[src/gbi_pkg.sv]
// ---------------------------------------------------------------------------
// gbi_pkg: shared types and constants of the GF(2) basis insertion block
// Command and result payloads, action codes and the per-stage control word
// that travels down the chain of pivot cells.
// ---------------------------------------------------------------------------
package gbi_pkg;

    localparam int BOND_MAX = 64;
    localparam int RANK_W   = 7;

    localparam logic ACT_INSERT = 1'b0;
    localparam logic ACT_CLEAR  = 1'b1;

    typedef struct packed {
        logic                action;
        logic [BOND_MAX-1:0] bonds;
    } t_gbi_cmd;

    typedef struct packed {
        logic              independent;
        logic [RANK_W-1:0] rank;
    } t_gbi_res;

    // Control word handed from one pivot cell to the next.
    typedef struct packed {
        logic act;  // a vector is in this stage
        logic clm;  // some higher cell has already claimed the new row
    } t_gbi_ctl;

endpackage

[src/gbi_cell.sv]
// ---------------------------------------------------------------------------
// gbi_cell: one pivot cell of the echelon basis chain
// Holds the basis row whose pivot is POS, reduces the passing vector with it
// and registers the result for the next lower cell. The first cell that sees
// its pivot bit set with no row stored claims the slot for the final vector.
// ---------------------------------------------------------------------------
module gbi_cell #(
    parameter int BOND_BITS = gbi_pkg::BOND_MAX,
    parameter int POS       = 0
) (
    input  logic                 i_clk,
    input  logic                 i_rst_n,
    input  gbi_pkg::t_gbi_ctl    i_ctl,
    input  logic [BOND_BITS-1:0] i_vec,
    input  logic                 i_commit,
    input  logic [BOND_BITS-1:0] i_row,
    input  logic                 i_clear,
    output gbi_pkg::t_gbi_ctl    o_ctl,
    output logic [BOND_BITS-1:0] o_vec
);

    logic [BOND_BITS-1:0] r_row;
    logic                 r_valid;
    logic                 r_claim;
    gbi_pkg::t_gbi_ctl    r_ctl;
    logic [BOND_BITS-1:0] r_vec;

    logic                 w_hit;
    logic                 w_take;
    gbi_pkg::t_gbi_ctl    n_ctl;
    logic [BOND_BITS-1:0] n_vec;
    logic                 n_claim;

    always_comb begin
        w_hit  = i_ctl.act && i_vec[POS];
        w_take = w_hit && !r_valid && !i_ctl.clm;
        n_vec  = (w_hit && r_valid) ? (i_vec ^ r_row) : i_vec;
        n_ctl.act = i_ctl.act;
        n_ctl.clm = i_ctl.clm || w_take;
        if (i_ctl.act) begin
            n_claim = w_take;
        end else if (i_commit) begin
            n_claim = 1'b0;
        end else begin
            n_claim = r_claim;
        end
    end

    always_ff @(posedge i_clk) begin
        if (!i_rst_n) begin
            r_valid <= 1'b0;
            r_claim <= 1'b0;
            r_ctl   <= '0;
        end else begin
            r_ctl   <= n_ctl;
            r_claim <= n_claim;
            // A clear taken in the same cycle as a commit comes later in order.
            if (i_clear) begin
                r_valid <= 1'b0;
            end else if (i_commit && r_claim) begin
                r_valid <= 1'b1;
            end
        end
    end

    always_ff @(posedge i_clk) begin
        r_vec <= n_vec;
        if (i_commit && r_claim) begin
            r_row <= i_row;
        end
    end

    assign o_ctl = r_ctl;
    assign o_vec = r_vec;

endmodule

[config.mk]
export PLATFORM = sky130hd
export DESIGN_NAME = gbi_cell
export DESIGN_NICKNAME = d
export VERILOG_FILES = /design/src/gbi_pkg.sv /design/src/gbi_cell.sv
export SDC_FILE = /design/constraint.sdc
export NUM_CORES = 1
export LEC_CHECK = 0
export BUFFER_PORTS_ARGS = -buffer_cell sky130_fd_sc_hd__buf_2
export CORE_ASPECT_RATIO = 0.6
export CORE_UTILIZATION = 46
export CTS_CLUSTER_DIAMETER = 150
export CTS_CLUSTER_SIZE = 20
export DETAILED_ROUTE_END_ITERATION = 12
export GPL_TIMING_DRIVEN = 0
export PLACE_DENSITY = 0.77
export SLEW_MARGIN = 40
export SYNTH_ARGS = -nofsm -noshare
export SYNTH_HDL_FRONTEND = slang
export SYNTH_SLANG_ARGS = --single-unit
[constraint.sdc]
create_clock -name i_clk -period 2.7 [get_ports i_clk]
set_clock_uncertainty 0.15 [all_clocks]
set_input_delay 0.27 -clock i_clk [delete_from_list [all_inputs] [get_ports i_clk]]
set_output_delay 0.27 -clock i_clk [all_outputs]
set_load 0.03 [all_outputs]
==> impl_results.md, run 1 <==
* Mux contribution to synthesized area at 0
* Syn Area/Cell at 15.3 um2
* Failed at: 4_1_cts
* Setup Fix Bufs, Post-CTS at 0
* Synth Area in Compound Gates at 0.00590
* GP Congestion at 0.736
* CTS buffer count at 17
* Commonest cells post-synth: 68 x dfxtp_1, 64 x edfxtp_1, 63 x nand4_1, 63 x xnor2_1, 11 x buf_2
* # rows at 27
* Synthesized area at 4460 um2
* PortBufs at 197
* Count of state elements after synthesis at 132
* Area leader, netlist: edfxtp_1
* CTS max path bufs at 2
* Clock Sinks at 132
* CTS root buf: clkbuf_16
* Cell variety after synth at 15
* Main combinational cell family by area after synthesis: XOR/XNOR gates
* Status: stopped before the end
* Top post-synthesis cells by area: edfxtp_1 43%, dfxtp_1 31%, xnor2_1 12%, nand4_1 8.8%, buf_4 1.3%
* Synth Flop Type: dfxtp_1
* Chip height at 78.2 um
* Cells after Synth at 291
* Post-Synth Adder-Cell Area at 0
* CTS Hold Bufs at 131
* Area share of the largest cell type after synthesis at 0.431
* DP HPWL at 6880 um
* Initial Util at 0.480
* Synth Net Count at 425
* Seq/Total Area, Yosys at 0.737
* Placed insts at 619
* IO Pins at 200
* EDFF count, synth at 64
* Post-CTS resize count at 0
* Asr flop ratio synth at 0
* Die W at 129 um
* Run Error: [ERROR RSZ-0060] Max buffer count reached.
* Simple logic cell fraction of the synthesized area at 0.0994
* Xor and xnor fraction of the mapped netlist area at 0.124
* Dpl ws at 1.17 ns
* Synth warnings at 0
* Htree depth at 4
* Top-count cell post-synth: dfxtp_1
-- cells by family after synthesis --
family | count (synthesis)
flip-flops | 132
AND/OR/NAND/NOR | 69
XOR/XNOR | 63
buffers and inverters | 23
AO/OA/AOI/OAI | 4
-- per-stage QoR --
stage / instance area (um2) / setup TNS, ns
after floorplan: 4460 / 0
after global placement: 5610 / -22.51
after detailed placement: 5630 / 0
==> run 2: changes to the inputs <==
Settings changed: CORE_ASPECT_RATIO 0.6 to default, CORE_UTILIZATION 46 to 37, CTS_CLUSTER_DIAMETER 150 to default, CTS_CLUSTER_SIZE 20 to default, PLACE_DENSITY 0.77 to default, PLACE_DENSITY_LB_ADDON from default to 0.15.
==> impl_results.md, run 2 <==
* Status: finished with violations (was stopped before the end)
* Failing checks: DRC
* Area share of the largest cell type after synthesis at 0.431 (unchanged)
* Top-count cell post-synth: dfxtp_1 (unchanged)
* Cell variety after synth at 15 (unchanged)
* Cells after Synth at 291 (unchanged)
* Endpoints failing setup at 0
* Largest net degree at the start of global routing at 37
* Synthesized area at 4460 um2 (unchanged)
* Count of state elements after synthesis at 132 (unchanged)
* Area growth syn-to-layout at 69.7%
* Core Util, Final at 0.654
* Detail Route Antenna Nets at 0
* Top post-synthesis cells by area: edfxtp_1 43%, dfxtp_1 31%, xnor2_1 12%, nand4_1 8.8%, buf_4 1.3% (unchanged)
* Critical path type: reg -> reg
* Post-layout min period at 1.80 ns
* Vias at 3528
* DP HPWL at 6890 um (was 6880 um)
* Least-Margin Pin Slew at 0.399 ns
* Iter 0 DRT Violations at 137
* Nets@finish at 774
* CTS max path bufs at 2 (unchanged)
* Fillcell total at 878
* Seq/Total Area, Yosys at 0.737 (unchanged)
* Hold WS at 0.0903 ns
* GR Overflow Total at 0
* Vias in the first global route at 3730
* Critical path data arrival time at 1.99 ns
* Htree depth at 4 (unchanged)
* PortBufs at 197 (unchanged)
* CTS clk-pin slew, worst paths at 0.05 ns
* Setup Fix Bufs, Post-CTS at 0 (unchanged)
* Worst skew pair latency at 0.41 ns
* Initial Util at 0.385 (was 0.480)
* Max stage delay on crit path at 0.57 ns
* WL final at 10900 um
* Dpl ws at 1.12 ns (was 1.17 ns)
* Share of cells above drive strength 1 at 0.380
* Max Cap Viol at 0
* Final Hold Fails at 0
* CTS buffer count at 17 (unchanged)
* # diodes at 0
* Fin crit share at 0.666
* Worst endpoint required time at 2.90 ns
* TritonRoute pass-1 iters at 8
* CTS tree: done
* Asr flop ratio synth at 0 (unchanged)
* RSZ-0062 raised after global routing: false
* Commonest cells post-synth: 68 x dfxtp_1, 64 x edfxtp_1, 63 x nand4_1, 63 x xnor2_1, 11 x buf_2 (unchanged)
* Post-route cell area at 7560 um2
* Clock Sinks at 132 (unchanged)
* EDFF count, synth at 64 (unchanged)
* All-Layer GR Usage at 0.184
* Area after DPL at 5640 um2 (was 5630 um2)
* Crit start category: flop
* Most frequent cells in the layout: 208 x buf_2, 132 x dlygate4sd3_1, 68 x dfxtp_1
* Power consumption at 4.96 mW
* Synth warnings at 0 (unchanged)
* DR vias/cell at 4.43
* Post-route setup slack at 0.902 ns
* P_leak at 3.10 nW
* Largest delay share family, worst path: buffers and inverters
* IO Pins at 200 (unchanged)
* Total core area at 11600 um2
* Commonest non-fill, non-tap cell in the layout: buf_2
* Worst vdd rail ir drop at 0.412 mV
* Most used cell, CP: buf_4
* Worst Path Max Fanout at 10
* Synth Net Count at 425 (unchanged)
* Max_slew headroom at 0.734
* Crit-path slowest cell: dlygate4sd3_1
* Pins Over Slew Limit at 0
* Setup crit end kind: flop
* Chip height at 112 um (was 78.2 um)
* Pwr dens at 656 nW/um2
* Synth Flop Type: dfxtp_1 (unchanged)
* First-pass GRT wire length at 17300 um
* Residual DRC at 12
* Die area at 12500 um2
* GP Congestion at 0.696 (was 0.736)
* Worst min path class: in -> reg
* Worst path bufs/invs at 3
* Reg2reg setup slack at 0.90 ns
* Syn Area/Cell at 15.3 um2 (unchanged)
* CTS root buf: clkbuf_16 (unchanged)
* Crit path cell chain: buf_4 > buf_4 > a21oi_1 > nor3b_1 > dlygate4sd3_1
* # rows at 39 (was 27)
* Fmax at 0.556 GHz
* Wire length per cell at 13.7 um
* Area leader, netlist: edfxtp_1 (unchanged)
* Die W at 112 um (was 129 um)
* Initial antenna violation count at 0
-- run 2: cell counts after synthesis --
No cell type changed its count.
-- run 2: final timing paths --
kind / startpoint / to / cells past startpoint
setup reg to reg: r_valid / r_valid / 5
hold / removal: i_commit / r_claim / 3
setup / recovery: r_valid / r_valid / 5
hold reg to reg: r_row[0] / o_vec[0] / 1
-- run 2: power by group --
group          leakage [nW]  switching, mW  internal [mW]
sequential             1.15         0.0156           2.17
clock                 0.294          0.760           1.49
combinational          1.66          0.248          0.275
total                  3.10           1.02           3.94
-- run 2: per-stage QoR --
stage               setup TNS (ns)  std cells
finish                           0        796
CTS                              0        796
global placement            -25.88        631
global route                     0        796
detailed placement               0        632
floorplan                        0        291
-- run 2: cell type report --
type / instances / area, um2 / share of cell area
flip-flops and latches: 132 / 3280 / 0.434
plain buffers: 22 / 149 / 0.0197
inverters: 1 / 3.75 / 0.000496
well taps: 143 / 179 / 0.0237
multi-input cells: 136 / 1020 / 0.135
repair buffers: 330 / 2330 / 0.308
clock buffers: 30 / 566 / 0.0748
clock inverters: 2 / 33.8 / 0.00447
-- run 2: repair_timing --
action	CTS	global route
hold buffers	132	0
gates resized for setup	0	0
endpoints found under the hold margin	131	0
-- run 2: worst register-to-register path, cell delays in order (launching register included) --
cell and delay [ns]:
dfxtp_1 0.38, buf_4 0.21, buf_4 0.20, a21oi_1 0.06
nor3b_1 0.17, dlygate4sd3_1 0.57
-- run 2: cells by family (layout without fill, tap and decap cells) --
logic type      Yosys count  after routing  synth area share
compound gates            4              4           0.00589
simple gates             69             69            0.0994
xor+xnor                 63             63             0.124
buf+inv                  23            385            0.0342
flops                   132            132             0.737
-- run 2: metal layers --
layer	GRT usage	part of all wire
met1	0.195	0.39
met2	0.330	0.52
met3	0.0495	0.061
met4	0.102	0.027
met5	0	0
Note: power is estimated with default switching activity, not from simulation.
==> run 3: changes to the inputs <==
Clock period 2.7 ns to 1.9 ns, I/O delays scaled along.
==> impl_results.md, run 3 <==
* Synth Flop Type: dfxtp_1 (unchanged)
* Chip height at 112 um (unchanged)
* Synthesized area at 4460 um2 (unchanged)
* CTS buffer count at 17 (unchanged)
* Run Error: [ERROR RSZ-0060] Max buffer count reached.
* Top-count cell post-synth: dfxtp_1 (unchanged)
* Cells after Synth at 291 (unchanged)
* Clock Sinks at 132 (unchanged)
* Synth warnings at 0 (unchanged)
* DP HPWL at 6870 um (was 6890 um)
* Setup Fix Bufs, Post-CTS at 0 (unchanged)
* IO Pins at 200 (unchanged)
* Initial Util at 0.385 (unchanged)
* CTS max path bufs at 2 (unchanged)
* # rows at 39 (unchanged)
* Area share of the largest cell type after synthesis at 0.431 (unchanged)
* PortBufs at 197 (unchanged)
* Count of state elements after synthesis at 132 (unchanged)
* Area leader, netlist: edfxtp_1 (unchanged)
* Seq/Total Area, Yosys at 0.737 (unchanged)
* Htree depth at 4 (unchanged)
* Syn Area/Cell at 15.3 um2 (unchanged)
* CTS root buf: clkbuf_16 (unchanged)
* EDFF count, synth at 64 (unchanged)
* Commonest cells post-synth: 68 x dfxtp_1, 64 x edfxtp_1, 63 x nand4_1, 63 x xnor2_1, 11 x buf_2 (unchanged)
* Synth Net Count at 425 (unchanged)
* Asr flop ratio synth at 0 (unchanged)
* Post-CTS resize count at 0 (unchanged)
* Failed at: 4_1_cts
* Cell variety after synth at 15 (unchanged)
* GP Congestion at 0.711 (was 0.696)
* CTS Hold Bufs at 135 (was 132)
* Top post-synthesis cells by area: edfxtp_1 43%, dfxtp_1 31%, xnor2_1 12%, nand4_1 8.8%, buf_4 1.3% (unchanged)
* Die W at 112 um (unchanged)
* Status: stopped before the end (was finished with violations)
-- run 3: kinds of logic after synthesis --
group	after synthesis	synth area share
flip-flops	132	0.737
AND/OR/NAND/NOR	69	0.0994
XOR/XNOR	63	0.124
buffers and inverters	23	0.0342
AO/OA/AOI/OAI	4	0.00589
-- run 3: metrics by stage --
stage / hold slack [ns] / worst slack (ns) / instances / area, um2 / utilization
3_3_place_gp: 0.211 / -0.155 / 631 / 5620 / 0.486
3_5_place_dp: 0.214 / 0.391 / 632 / 5640 / 0.488
2_1_floorplan: 0.116 / 0.182 / 291 / 4460 / -
